<file path="config.mk">
export PLATFORM = sky130hd
export DESIGN_NAME = best_fit_buffer_pool
export DESIGN_NICKNAME = d
export VERILOG_FILES = /design/src/sv/bfbp_pkg.sv /design/src/sv/best_fit_buffer_pool.sv /design/src/sv/bfbp_ram.sv /design/src/sv/bfbp_ctrl.sv /design/src/sv/bfbp_dpath.sv
export SDC_FILE = /design/constraint.sdc
export NUM_CORES = 2
export LEC_CHECK = 0
export BUFFER_PORTS_ARGS = -buffer_cell sky130_fd_sc_hd__buf_2
export CAP_MARGIN = 20
export CORE_UTILIZATION = 47
export DETAILED_ROUTE_END_ITERATION = 8
export PLACE_DENSITY = 0.7
export SYNTH_ARGS = -nofsm -noshare
export SYNTH_HDL_FRONTEND = slang
export SYNTH_SLANG_ARGS = --single-unit
</file>
<file path="constraint.sdc">
create_clock -name clk -period 19.3 [get_ports clk]
set_clock_uncertainty 0.1 [all_clocks]
set_input_delay 0.965 -clock clk [delete_from_list [all_inputs] [get_ports clk]]
set_output_delay 0.965 -clock clk [all_outputs]
set_load 0.03 [all_outputs]
</file>
<file path="src/sv/bfbp_pkg.sv">
// ----------------------------------------------------------------------------
// bfbp_pkg
// Shared types and status codes of the best-fit buffer pool.
// ----------------------------------------------------------------------------
package bfbp_pkg;

  typedef enum logic [1:0] {
    OP_CLAIM = 2'd0,
    OP_FREE  = 2'd1,
    OP_CLEAR = 2'd2,
    OP_NONE  = 2'd3
  } op_t;

  typedef enum logic [2:0] {
    ST_EXACT    = 3'd0,
    ST_BIGGER   = 3'd1,
    ST_CREATED  = 3'd2,
    ST_FAILED   = 3'd3,
    ST_FREED    = 3'd4,
    ST_NOTFOUND = 3'd5,
    ST_FULL     = 3'd6,
    ST_CLEARED  = 3'd7
  } status_t;

  typedef enum logic [3:0] {
    S_IDLE,
    S_CDEC,
    S_CSCAN,
    S_CLAST,
    S_CMOVE,
    S_FSCAN,
    S_FLAST,
    S_FMOVE,
    S_OUT
  } state_t;

  // controller to datapath commands
  typedef struct packed {
    logic    load;      // capture request, zero scan index
    logic    scan_rd;   // read entry at scan index
    logic    scan_chk;  // evaluate read data against request
    logic    last_rd;   // read last entry of table
    logic    c_move;    // claim: write claimed, swap free
    logic    c_miss;    // claim miss handling
    logic    f_move;    // free: write free, swap claimed
    logic    clear;     // empty both tables
    logic    set_res;   // latch result for simple outcomes
    status_t res_st;
  } cmd_t;

  // datapath to controller status
  typedef struct packed {
    op_t  op;
    logic claimed_full;
    logic free_full;
    logic scan_end;     // index reached count
    logic exact_hit;    // exact match found in current check
    logic picked;       // a candidate or match exists
  } stat_t;

endpackage

</file>
<file path="src/sv/best_fit_buffer_pool.sv">
// ----------------------------------------------------------------------------
// best_fit_buffer_pool
// Best-fit pool of reusable buffers with free and claimed tables.
// ----------------------------------------------------------------------------
// One operation at a time. A claim or free scans its table one entry per
// cycle through the registered read port of the table RAM, then, when it has
// found an entry to move, reads the last entry and does the swap-remove write.
// The result is held on the out_ port until taken; the next item is accepted
// in the cycle after that transfer.
module best_fit_buffer_pool #(
  parameter int POOL_DEPTH  = 16,
  parameter int HANDLE_BITS = 32
) (
  input  logic        clk,
  input  logic        rst_n,
  input  logic        in_valid,
  output logic        in_ready,
  input  logic [1:0]  in_op,
  input  logic [31:0] in_byte_size,
  input  logic [31:0] in_handle,
  input  logic        in_alloc_ok,
  output logic        out_valid,
  input  logic        out_ready,
  output logic [2:0]  out_status,
  output logic [31:0] out_out_handle,
  output logic [31:0] out_out_size,
  output logic [4:0]  out_discarded,
  output logic [4:0]  out_leftover_claimed
);

  bfbp_pkg::cmd_t  cmd;
  bfbp_pkg::stat_t st;

  // sequencer
  bfbp_ctrl u_ctrl (
    .clk(clk), .rst_n(rst_n),
    .in_valid(in_valid), .in_ready(in_ready),
    .out_valid(out_valid), .out_ready(out_ready),
    .st(st), .cmd(cmd)
  );

  // tables and result
  bfbp_dpath #(.POOL_DEPTH(POOL_DEPTH), .HANDLE_BITS(HANDLE_BITS)) u_dpath (
    .clk(clk), .rst_n(rst_n),
    .in_op(in_op), .in_byte_size(in_byte_size),
    .in_handle(in_handle), .in_alloc_ok(in_alloc_ok),
    .cmd(cmd), .st(st),
    .out_status(out_status), .out_out_handle(out_out_handle),
    .out_out_size(out_out_size), .out_discarded(out_discarded),
    .out_leftover_claimed(out_leftover_claimed)
  );

endmodule

</file>
<file path="src/sv/bfbp_ram.sv">
// ----------------------------------------------------------------------------
// bfbp_ram
// Generic single-write, single-read RAM with registered read data.
// ----------------------------------------------------------------------------
module bfbp_ram #(
  parameter int WIDTH = 32,
  parameter int DEPTH = 16
) (
  input  logic                     clk,
  input  logic                     we,
  input  logic [$clog2(DEPTH)-1:0] waddr,
  input  logic [WIDTH-1:0]         wdata,
  input  logic [$clog2(DEPTH)-1:0] raddr,
  output logic [WIDTH-1:0]         rdata
);

  logic [WIDTH-1:0] mem [DEPTH];

  // write port and registered read port
  always_ff @(posedge clk) begin
    if (we) begin
      mem[waddr] <= wdata;
    end
    rdata <= mem[raddr];
  end

endmodule

</file>
<file path="src/sv/bfbp_ctrl.sv">
// ----------------------------------------------------------------------------
// bfbp_ctrl
// Sequencer for claim, free and clear operations.
// ----------------------------------------------------------------------------
module bfbp_ctrl (
  input  logic             clk,
  input  logic             rst_n,
  input  logic             in_valid,
  output logic             in_ready,
  output logic             out_valid,
  input  logic             out_ready,
  input  bfbp_pkg::stat_t  st,
  output bfbp_pkg::cmd_t   cmd
);

  bfbp_pkg::state_t state_r, state_nxt;

  // state register
  always_ff @(posedge clk) begin
    if (!rst_n) begin
      state_r <= bfbp_pkg::S_IDLE;
    end else begin
      state_r <= state_nxt;
    end
  end

  // next state
  always_comb begin
    state_nxt = state_r;
    unique case (state_r)
      bfbp_pkg::S_IDLE: begin
        if (in_valid) state_nxt = bfbp_pkg::S_CDEC;
      end
      bfbp_pkg::S_CDEC: begin
        unique case (st.op)
          bfbp_pkg::OP_CLAIM: begin
            if (st.claimed_full) state_nxt = bfbp_pkg::S_OUT;
            else state_nxt = bfbp_pkg::S_CSCAN;
          end
          bfbp_pkg::OP_FREE:  state_nxt = bfbp_pkg::S_FSCAN;
          default:            state_nxt = bfbp_pkg::S_OUT;
        endcase
      end
      bfbp_pkg::S_CSCAN: begin
        if (st.exact_hit) state_nxt = bfbp_pkg::S_CLAST;
        else if (st.scan_end) begin
          if (st.picked) state_nxt = bfbp_pkg::S_CLAST;
          else state_nxt = bfbp_pkg::S_OUT;
        end
      end
      bfbp_pkg::S_CLAST: state_nxt = bfbp_pkg::S_CMOVE;
      bfbp_pkg::S_CMOVE: state_nxt = bfbp_pkg::S_OUT;
      bfbp_pkg::S_FSCAN: begin
        if (st.exact_hit) begin
          if (st.free_full) state_nxt = bfbp_pkg::S_OUT;
          else state_nxt = bfbp_pkg::S_FLAST;
        end else if (st.scan_end) state_nxt = bfbp_pkg::S_OUT;
      end
      bfbp_pkg::S_FLAST: state_nxt = bfbp_pkg::S_FMOVE;
      bfbp_pkg::S_FMOVE: state_nxt = bfbp_pkg::S_OUT;
      bfbp_pkg::S_OUT: begin
        if (out_ready) state_nxt = bfbp_pkg::S_IDLE;
      end
      default: state_nxt = bfbp_pkg::S_IDLE;
    endcase
  end

  // command decode
  always_comb begin
    cmd = '0;
    cmd.res_st = bfbp_pkg::ST_NOTFOUND;
    in_ready = 1'b0;
    out_valid = 1'b0;
    unique case (state_r)
      bfbp_pkg::S_IDLE: begin
        in_ready = 1'b1;
        cmd.load = in_valid;
      end
      bfbp_pkg::S_CDEC: begin
        unique case (st.op)
          bfbp_pkg::OP_CLAIM: begin
            if (st.claimed_full) begin
              cmd.set_res = 1'b1;
              cmd.res_st = bfbp_pkg::ST_FULL;
            end else cmd.scan_rd = 1'b1;
          end
          bfbp_pkg::OP_FREE: cmd.scan_rd = 1'b1;
          bfbp_pkg::OP_CLEAR: begin
            cmd.clear = 1'b1;
            cmd.set_res = 1'b1;
            cmd.res_st = bfbp_pkg::ST_CLEARED;
          end
          default: begin
            cmd.set_res = 1'b1;
            cmd.res_st = bfbp_pkg::ST_NOTFOUND;
          end
        endcase
      end
      bfbp_pkg::S_CSCAN: begin
        cmd.scan_chk = 1'b1;
        cmd.scan_rd = 1'b1;
        if (st.scan_end && !st.picked) cmd.c_miss = 1'b1;
      end
      bfbp_pkg::S_CLAST: cmd.last_rd = 1'b1;
      bfbp_pkg::S_CMOVE: cmd.c_move = 1'b1;
      bfbp_pkg::S_FSCAN: begin
        cmd.scan_chk = 1'b1;
        cmd.scan_rd = 1'b1;
        if (st.exact_hit && st.free_full) begin
          cmd.set_res = 1'b1;
          cmd.res_st = bfbp_pkg::ST_FULL;
        end else if (!st.exact_hit && st.scan_end) begin
          cmd.set_res = 1'b1;
          cmd.res_st = bfbp_pkg::ST_NOTFOUND;
        end
      end
      bfbp_pkg::S_FLAST: cmd.last_rd = 1'b1;
      bfbp_pkg::S_FMOVE: cmd.f_move = 1'b1;
      bfbp_pkg::S_OUT: out_valid = 1'b1;
      default: ;
    endcase
  end

endmodule

</file>
<file path="src/sv/bfbp_dpath.sv">
// ----------------------------------------------------------------------------
// bfbp_dpath
// Free and claimed tables, scan index, best-fit tracking and result registers.
// ----------------------------------------------------------------------------
module bfbp_dpath #(
  parameter int POOL_DEPTH  = 16,
  parameter int HANDLE_BITS = 32
) (
  input  logic            clk,
  input  logic            rst_n,
  input  logic [1:0]      in_op,
  input  logic [31:0]     in_byte_size,
  input  logic [31:0]     in_handle,
  input  logic            in_alloc_ok,
  input  bfbp_pkg::cmd_t  cmd,
  output bfbp_pkg::stat_t st,
  output logic [2:0]      out_status,
  output logic [31:0]     out_out_handle,
  output logic [31:0]     out_out_size,
  output logic [4:0]      out_discarded,
  output logic [4:0]      out_leftover_claimed
);

  localparam int AW = $clog2(POOL_DEPTH);
  localparam int CW = $clog2(POOL_DEPTH + 1);
  localparam int HW = (HANDLE_BITS < 32) ? HANDLE_BITS : 32;
  localparam int EW = 32 + HANDLE_BITS;

  // captured request
  bfbp_pkg::op_t            op_r;
  logic [31:0]              req_size_r;
  logic [HANDLE_BITS-1:0]   req_handle_r;
  logic                     ok_r;

  // counts and scan state
  logic [CW-1:0] free_cnt_r, claimed_cnt_r;
  logic [CW-1:0] idx_r, idx_nxt;   // next index to read
  logic [CW-1:0] chk_r;            // index of entry on read data
  logic [AW-1:0] pick_r;
  logic [31:0]   pick_size_r;
  logic [HANDLE_BITS-1:0] pick_handle_r;
  logic          picked_r, exact_r;

  // result registers
  logic [2:0]  res_st_r;
  logic [31:0] res_h_r, res_sz_r;
  logic [4:0]  res_disc_r, res_left_r;

  // table ports
  logic          f_we, c_we;
  logic [AW-1:0] f_waddr, c_waddr, f_raddr, c_raddr;
  logic [EW-1:0] f_wdata, c_wdata, f_rdata, c_rdata;

  bfbp_ram #(.WIDTH(EW), .DEPTH(POOL_DEPTH)) u_free (
    .clk(clk), .we(f_we), .waddr(f_waddr), .wdata(f_wdata),
    .raddr(f_raddr), .rdata(f_rdata)
  );

  bfbp_ram #(.WIDTH(EW), .DEPTH(POOL_DEPTH)) u_claimed (
    .clk(clk), .we(c_we), .waddr(c_waddr), .wdata(c_wdata),
    .raddr(c_raddr), .rdata(c_rdata)
  );

  logic [31:0]            rd_size;
  logic [HANDLE_BITS-1:0] rd_handle;
  logic                   cur_cnt_end;
  logic                   is_claim;
  logic [CW-1:0]          last_idx;

  assign is_claim  = (op_r == bfbp_pkg::OP_CLAIM);
  assign rd_size   = is_claim ? f_rdata[EW-1 -: 32] : c_rdata[EW-1 -: 32];
  assign rd_handle = is_claim ? f_rdata[HANDLE_BITS-1:0] : c_rdata[HANDLE_BITS-1:0];
  assign last_idx  = is_claim ? free_cnt_r - CW'(1) : claimed_cnt_r - CW'(1);

  // scan check: read data belongs to chk_r when chk_r below count
  logic chk_valid, hit_exact, hit_bigger;
  assign chk_valid  = cmd.scan_chk && (chk_r < (is_claim ? free_cnt_r : claimed_cnt_r));
  assign hit_exact  = chk_valid && (rd_size == req_size_r) &&
                      (is_claim || rd_handle == req_handle_r);
  assign hit_bigger = chk_valid && is_claim && (rd_size > req_size_r) &&
                      (!picked_r || pick_size_r > rd_size);
  assign cur_cnt_end = !chk_valid;

  // status to controller
  always_comb begin
    st.op           = op_r;
    st.claimed_full = (claimed_cnt_r >= CW'(POOL_DEPTH));
    st.free_full    = (free_cnt_r >= CW'(POOL_DEPTH));
    st.scan_end     = cur_cnt_end;
    st.exact_hit    = hit_exact;
    st.picked       = picked_r;
  end

  // read addressing
  always_comb begin
    idx_nxt = idx_r;
    if (cmd.load) idx_nxt = '0;
    else if (cmd.scan_rd) idx_nxt = idx_r + CW'(1);
  end

  always_comb begin
    f_raddr = idx_r[AW-1:0];
    c_raddr = idx_r[AW-1:0];
    if (cmd.last_rd) begin
      f_raddr = last_idx[AW-1:0];
      c_raddr = last_idx[AW-1:0];
    end
  end

  // table writes: move picked entry and back-fill its slot from the last one, or add a created entry
  always_comb begin
    f_we = 1'b0; c_we = 1'b0;
    f_waddr = pick_r; c_waddr = pick_r;
    f_wdata = f_rdata; c_wdata = c_rdata;
    if (cmd.c_move) begin
      f_we    = 1'b1;
      f_waddr = pick_r;
      f_wdata = f_rdata;
      c_we    = 1'b1;
      c_waddr = claimed_cnt_r[AW-1:0];
      c_wdata = {pick_size_r, pick_handle_r};
    end else if (cmd.f_move) begin
      c_we    = 1'b1;
      c_waddr = pick_r;
      c_wdata = c_rdata;
      f_we    = 1'b1;
      f_waddr = free_cnt_r[AW-1:0];
      f_wdata = {req_size_r, req_handle_r};
    end else if (cmd.c_miss && ok_r) begin
      c_we    = 1'b1;
      c_waddr = claimed_cnt_r[AW-1:0];
      c_wdata = {req_size_r, req_handle_r};
    end
  end

  // control registers
  always_ff @(posedge clk) begin
    if (!rst_n) begin
      free_cnt_r    <= '0;
      claimed_cnt_r <= '0;
      picked_r      <= 1'b0;
      exact_r       <= 1'b0;
      op_r          <= bfbp_pkg::OP_NONE;
    end else begin
      if (cmd.load) begin
        op_r     <= bfbp_pkg::op_t'(in_op);
        picked_r <= 1'b0;
        exact_r  <= 1'b0;
      end else if (hit_exact) begin
        picked_r <= 1'b1;
        exact_r  <= 1'b1;
      end else if (hit_bigger) begin
        picked_r <= 1'b1;
      end
      if (cmd.clear) begin
        free_cnt_r    <= '0;
        claimed_cnt_r <= '0;
      end else if (cmd.c_move) begin
        free_cnt_r    <= free_cnt_r - CW'(1);
        claimed_cnt_r <= claimed_cnt_r + CW'(1);
      end else if (cmd.f_move) begin
        free_cnt_r    <= free_cnt_r + CW'(1);
        claimed_cnt_r <= claimed_cnt_r - CW'(1);
      end else if (cmd.c_miss) begin
        free_cnt_r <= '0;
        if (ok_r) claimed_cnt_r <= claimed_cnt_r + CW'(1);
      end
    end
  end

  // payload registers: request, scan, pick and result
  always_ff @(posedge clk) begin
    idx_r <= idx_nxt;
    chk_r <= idx_r;
    if (cmd.load) begin
      req_size_r   <= in_byte_size;
      req_handle_r <= HANDLE_BITS'(in_handle);
      ok_r         <= in_alloc_ok;
    end
    if (hit_exact || hit_bigger) begin
      pick_r        <= chk_r[AW-1:0];
      pick_size_r   <= rd_size;
      pick_handle_r <= rd_handle;
    end
    if (cmd.set_res) begin
      res_st_r   <= cmd.res_st;
      res_h_r    <= '0;
      res_sz_r   <= '0;
      res_disc_r <= cmd.clear ? 5'(free_cnt_r) : 5'd0;
      res_left_r <= cmd.clear ? 5'(claimed_cnt_r) : 5'd0;
    end else if (cmd.c_move) begin
      res_st_r   <= exact_r ? bfbp_pkg::ST_EXACT : bfbp_pkg::ST_BIGGER;
      res_h_r    <= 32'(pick_handle_r[HW-1:0]);
      res_sz_r   <= pick_size_r;
      res_disc_r <= '0;
      res_left_r <= '0;
    end else if (cmd.f_move) begin
      res_st_r   <= bfbp_pkg::ST_FREED;
      res_h_r    <= 32'(req_handle_r[HW-1:0]);
      res_sz_r   <= req_size_r;
      res_disc_r <= '0;
      res_left_r <= '0;
    end else if (cmd.c_miss) begin
      res_st_r   <= ok_r ? bfbp_pkg::ST_CREATED : bfbp_pkg::ST_FAILED;
      res_h_r    <= ok_r ? 32'(req_handle_r[HW-1:0]) : 32'd0;
      res_sz_r   <= req_size_r;
      res_disc_r <= 5'(free_cnt_r);
      res_left_r <= '0;
    end
  end

  assign out_status           = res_st_r;
  assign out_out_handle       = res_h_r;
  assign out_out_size         = res_sz_r;
  assign out_discarded        = res_disc_r;
  assign out_leftover_claimed = res_left_r;

endmodule

</file>
-- Word level (Yosys, flattened, before mapping)
Memories as Yosys holds them, arrays and structs flattened. A register that Yosys moved wholly into a read port is not among the register bits.
Index checks and enable logic that the tools add are counted.
- ROM bits: 0
- bits in writable memories: 2048
- bits in latches: 0
- memories kept: 2
- register bits after elaboration: 238
- add/sub/neg operators: 5
- magnitude comparators: 5
- multiply operators: 0
- shifts and indexed selects: 0
- equality and inequality tests: 16
- muxes and demuxes: 85
- divide/modulo/power cells: 0
- reduce and logical (&&, ||, !) cells: 29
- bitwise gates (word level): 1
- memory list (memory ; depth ; bits a word ; rd ports ; clocked after memory_dff ; wr ports ; line ; RTL):
    u_dpath.u_claimed.mem ; 16 ; 64 ; 1 ; 1 ; 1 ; bfbp_ram.sv:17 ; logic [WIDTH-1:0] mem [DEPTH];
    u_dpath.u_free.mem ; 16 ; 64 ; 1 ; 1 ; 1 ; bfbp_ram.sv:17 ;
- operators with widths (operator ; number):
    64-bit 2-to-1 mux ; 5
    32-bit 2-to-1 mux ; 9
    5-bit 2-to-1 mux ; 17
    4-bit 2-to-1 mux ; 19
    32-bit == test ; 2
    32-bit greater-than comparator ; 2
    4-bit case mux with 8 select lines ; 1
    1-bit 2-to-1 mux ; 25
    4-bit by 3-bit == test with 1-bit output, second input constant ; 4
    4-bit case mux with 2 select lines ; 2
    5-bit by 1-bit adder with 5-bit output, second input constant ; 3
    3-bit 2-to-1 mux ; 4
    4-bit case mux with 3 select lines ; 1
    5-bit >= comparator, second input constant ; 2
    1-bit logical AND ; 10
    2-bit OR reduction ; 5
    5-bit by 1-bit subtractor with 5-bit output, second input constant ; 2
    4-bit by 2-bit == test with 1-bit output, second input constant ; 2
    3-bit != test, second input constant ; 2
    3-bit nonzero test ; 2
    5-bit < comparator ; 1
    4-bit by 1-bit == test with 1-bit output, second input constant ; 1
    4-bit == test, second input constant ; 1
    4-bit logical NOT ; 1
    other kinds (12) ; 18

-- Longest topological paths before layout
- word-level depth: 14
- gate-level depth with buffers: 20
- mapped depth without buffers: 13

-- Cells and area by module
From an unflattened synthesis, not the netlist that was laid out.
- cell total of the unflattened synthesis: 4931
- area total of the unflattened synthesis: 93487.2 um^2
- modules (own cells, without submodules) (module ; area each (um^2) ; cells each ; seq. area each (um^2) ; instances):
    bfbp_ram ; 39581.7 ; 1647 ; 32030.7 ; 2
    bfbp_dpath ; 13666.9 ; 1557 ; 6145.9 ; 1
    bfbp_ctrl ; 656.9 ; 80 ; 80.1 ; 1

-- Worst setup path after synthesis
Ideal clock, no wire load.
- kind: register -> register
- start point: reg u_dpath.op_r[1]
- end point: reg u_dpath.pick_handle_r[0] (enable)
- setup slack: 10.511 ns
- cell stages (with the launch flop): 16
- arrival: 8.100 ns
- setup time: 0.588 ns
- required time: 18.612 ns
- clock period less this slack: 8.789 ns
- cells stage by stage: dfxtp_1 inv_1 ha_1 buf_2 buf_4 clkbuf_1 clkbuf_1 mux2i_1 inv_1 ha_1 nand4_1 nor4_1 and4_1 clkbuf_1 nand2_1 o21ai_0
- elaborated cells on any way between the ends: 18
- those cells by class: order compare: 3; eq/ne: 2; mux: 3; reduce/logical: 10
- RTL lines (element ; line ; RTL):
    start: declaration ; bfbp_dpath.sv:30 ; bfbp_pkg::op_t op_r;
    start signal: assignment ; bfbp_dpath.sv:143 ; op_r <= bfbp_pkg::OP_NONE;
    start signal: assignment ; bfbp_dpath.sv:146 ; op_r <= bfbp_pkg::op_t'(in_op);
    2-bit logical NOT * ; bfbp_dpath.sv:70 ; assign is_claim = (op_r == bfbp_pkg::OP_CLAIM);
    32-bit 2-to-1 mux * ; bfbp_dpath.sv:71 ; assign rd_size = is_claim ? f_rdata[EW-1 -: 32] : c_rdata[EW-1 -: 32];
    named net u_dpath.rd_size[17] ; bfbp_dpath.sv:64 ; logic [31:0] rd_size;
    32-bit greater-than comparator (tied with other cells) ; bfbp_dpath.sv:80 ; assign hit_bigger = chk_valid && is_claim && (rd_size > req_size_r) &&
    1-bit logical AND (tied with other cells) ; bfbp_dpath.sv:80 ;
    1-bit logical AND, on equally long branches ; bfbp_dpath.sv:80, bfbp_dpath.sv:78 ;
    1-bit logical OR * ; bfbp_dpath.sv:180 ; if (hit_exact || hit_bigger) begin
    end signal: assignment ; bfbp_dpath.sv:183 ; pick_handle_r <= rd_handle;
    end: declaration ; bfbp_dpath.sv:41 ; logic [HANDLE_BITS-1:0] pick_handle_r;
Mark *: on every way through the listed nets, which the timed path passes. The rest lies on a longest branch.
A chain may end at the register's enable or synchronous reset.

-- Worst setup path in the final report
- start point: reg u_dpath.op_r[1]
- end point: reg u_dpath.u_free.rdata[53], read port of u_dpath.u_free.mem
- longest elaborated chain between the ends: 3
- RTL lines (element ; line ; RTL):
    2-bit logical NOT ; bfbp_dpath.sv:70 ;
    4-bit 2-to-1 mux ; bfbp_dpath.sv:73 ; assign last_idx = is_claim ? free_cnt_r - CW'(1) : claimed_cnt_r - CW'(1);
    4-bit 2-to-1 mux ; bfbp_dpath.sv:104 ; if (cmd.last_rd) begin
    end: declaration ; bfbp_ram.sv:14 ; output logic [WIDTH-1:0] rdata
No other way between the ends.

==> out/qor.yml <==
finish:
  nets: 7821
  final_cell_mix: "nand2_1 (2332), edfxtp_1 (2194), nand3_1 (590)"
  syn_to_final_growth_pct: 11.7
  nFillCells: 16300
  diodes: 0
  final_common_cell: "nand2_1"
  drive_above_1_share: 0.0980
  fin_util: 0.531
critical_path:
  cpMostUsedCell: "buf_4"
  crit_family: "buffers and inverters"
  crit_chain: "inv_1 -> ha_1 -> mux2i_1 -> mux2_8 -> buf_4 -> buf_4 -> buf_4 -> nand2_1 -> and3_1 -> a311oi_1 -> a311oi_1 -> a31oi_1"
  end_kind: "register"
  slowest_delay_ns: 0.94
  required_ns: 19.98
  path_buf_inv: 4
  path_max_fanout: 130
  crit_type: "register to register"
  slowest_stage: "buf_4"
  worst_setup_path_start_kind: "register"
  crit_arrival_ns: 7.34
floorplan:
  fp.dieH_um: 455
  num_rows: 165
  dieArea_um2: 207000
  pin_count: 150
  core_region_area_um2: 203000
  die_w_um: 455
  initial_core_util: 0.475
synthesis:
  synth-compound-area-share: 0.0688
  synth_top_family_by_area: "simple AND/OR/NAND/NOR gates"
  synth_top_area_frac: 0.683
  synth_seq_cells: 2414
  syn_area_per_cell_um2: 12.7
  synth_edf_count: 2194
  netlist-cell-type-count: 66
  netlist_area_um2: 96500
  synth_top_area_cell: "edfxtp_1"
  synth.net_count: 7770
  yosys.area_share.simple: 0.151
  yosys.area_share.xor_xnor: 0.00436
  synth_cells: 7623
  ys.flop_type: "edfxtp_1"
  synth_area_leaders: "edfxtp_1 (68%), nand2_1 (9.1%), dfxtp_1 (4.6%)"
  yosys.area_share.adder: 0.00986
  ys_async_sr_fraction: 0
  ys_seq_area_frac: 0.729
  synthMuxAreaShare: 0.0128
  yosysWarnings: 0
timing:
  rsz0062_at_grt: "no"
  finalMaxSlewViolations: 0
  fin_crit_ns: 6.66
  maxSlewHeadroom: 0.209
  hold_viol: 0
  whs_ns: 0.171
  finalSetupTns_ns: 0
  tightest_slew_ns: 1.18
  period_share: 0.345
  setup_viol: 0
  max_freq_ghz: 0.150
power_and_ir_drop:
  p_per_area_nw_per_um2: 112
  power.leakage_nw: 37.4
  pwr-share-seq: 0.518
  peakVddDrop_uv: 102
  pwr-share-clk: 0.360
  p_total_mw: 12.1
  comb_power_share: 0.122
  swShare: 0.257
  intPower_mw: 8.99
  p_switching_mw: 3.10
routing:
  vias_per_cell: 5.99
  wl_per_cell_um: 24.8
  vias: 63100
  antenna_left: 0
  drt_iter0_markers: 8190
  dr.pass1.iters: 6
  wl_um: 262000
  drc: 0
place:
  portBuffers: 149
  dpl.hpwl_um: 143000
  gp_congestion: 0.942
global_route:
  antenna_found_initial: 8
  grt.total_usage: 0.249
  grt-ovfl-total: 0
  grt_pass1_vias: 59600
  grt_max_degree: 200
  grt_pass1_wl_um: 383000
clock_network:
  cts_made_buffers: 217
  ctsHoldBuffers: 0
  clk_latency_ns: 0.87
  ctsResizeCount: 0
  cts_tree: "built"
  clk_pin_slew_ns: 0.07
  clk_path_buf_depth: 3
  cts-root-buf: "clkbuf_16"
  postCtsSetupRepairBufs: 0
  cts_sinks: 2414
  htreeDepth: 4
hold_path:
  holdCritPathClass: "input pin to register"
status:
  status: "finished, final reports clean"
job:
  maxCapViolCount: 0
Yosys cell counts, types with 6 or more instances:
master    number
a31oi_1      139
ha_1          76
a21oi_1      163
and2_1         6
nand2b_1       8
o21ai_0      115
nand3_1      591
o211ai_1       7
inv_1         82
nor4_1        12
a21o_1        23
nand4_1       21
clkbuf_1     410
dfxtp_1      220
a211oi_1       6
buf_1         39
buf_2         63
and3_1       247
a311oi_1     431
edfxtp_1    2194
xnor2_1       10
mux2i_1       71
mux2_2        32
xor2_1        38
mux2_4        11
nand2_1     2333
nor3_1        17
nor2_1       184
cell families after synthesis:
kind of cell | count (synthesis)
adder cells (fa/ha/maj) | 76
buffers and inverters | 602
multiplexers | 114
AO/OA/AOI/OAI | 925
XOR/XNOR | 48
flip-flops | 2414
AND/OR/NAND/NOR | 3444
stage by stage:
stage               worst slack (ns)  area (µm²)  instances
floorplan                      10.51       96500       7623
global placement               12.90      100000      10100
detailed placement             12.85      100000      10100
CTS                            12.81      108000      10500
global route                   12.32      108000      10500
finish                         12.64      108000      10500
power groups by stage:
| stage | clock (mW) | combinational (mW) | sequential (mW) |
|---|---|---|---|
| after global routing | 4.58 | 1.59 | 6.26 |
| after global placement | 0 | 1.40 | 6.36 |
| after detailed placement | 0 | 1.44 | 6.36 |
| final | 4.35 | 1.47 | 6.26 |
| after CTS | 4.40 | 1.45 | 6.25 |
| after floorplan | 0 | 0.842 | 6.35 |
worst register-to-register path: stages (launching register included):
cell and delay [ns]:
dfxtp_1 0.34, inv_1 0.17, ha_1 0.52, mux2i_1 0.54, mux2_8 0.85, buf_4 1.03, buf_4 1.01, buf_4 1.02
nand2_1 0.22, and3_1 0.21, a311oi_1 0.28, a311oi_1 0.09, a31oi_1 0.18
registers in the layout, indices dropped and copies added (netlist names), 2 cells and up:
name and count:
u_dpath.u_claimed.mem 1024, u_dpath.u_free.mem 1024, u_dpath.u_claimed.rdata 64, u_dpath.u_free.rdata 64
u_dpath.out_out_handle 32, u_dpath.out_out_size 32, u_dpath.pick_handle_r 32, u_dpath.pick_size_r 32
u_dpath.req_handle_r 32, u_dpath.req_size_r 32, u_dpath.chk_r 5, u_dpath.claimed_cnt_r 5
u_dpath.free_cnt_r 5, u_dpath.idx_r 5, u_dpath.out_discarded 5, u_dpath.out_leftover_claimed 5
u_ctrl.state_r 4, u_dpath.pick_r 4, u_dpath.out_status 3, u_dpath.op_r 2
area by class of cell:
class / count / area, µm² / share of cell area
clock buffer: 320 / 6200 / 0.0576
multi-input combinational: 4607 / 24200 / 0.224
tap: 2672 / 3340 / 0.0310
sequential: 2414 / 70300 / 0.652
timing repair buffer: 351 / 2400 / 0.0223
inverter: 83 / 314 / 0.00291
clock inverter: 92 / 1050 / 0.00979
per-layer routing:
layer  global-route usage  part of all wire  vias up
li1                     -                 -    28000
met2                0.393              0.46     3241
met4                0.114             0.046        6
met3               0.0402             0.096      525
met5                    0           0.00015        -
met1                0.338              0.39    31300
path summary, 6_finish.rpt:
path	start	endpoint	slack [ns]	cells after the start
setup reg to reg	u_dpath.op_r[1]$_SDFFE_PN1P_	u_dpath.u_free.rdata[53]$_DFF_P_	12.64	12
setup / recovery	u_dpath.op_r[1]$_SDFFE_PN1P_	u_dpath.u_free.rdata[53]$_DFF_P_	12.64	12
hold reg to reg	u_dpath.idx_r[4]$_SDFFE_PP0P_	u_dpath.chk_r[4]$_DFF_P_	0.27	0
hold / removal	in_handle[25]	u_dpath.req_handle_r[25]$_DFFE_PP_	0.17	1
(Power assumes the default switching activity.)
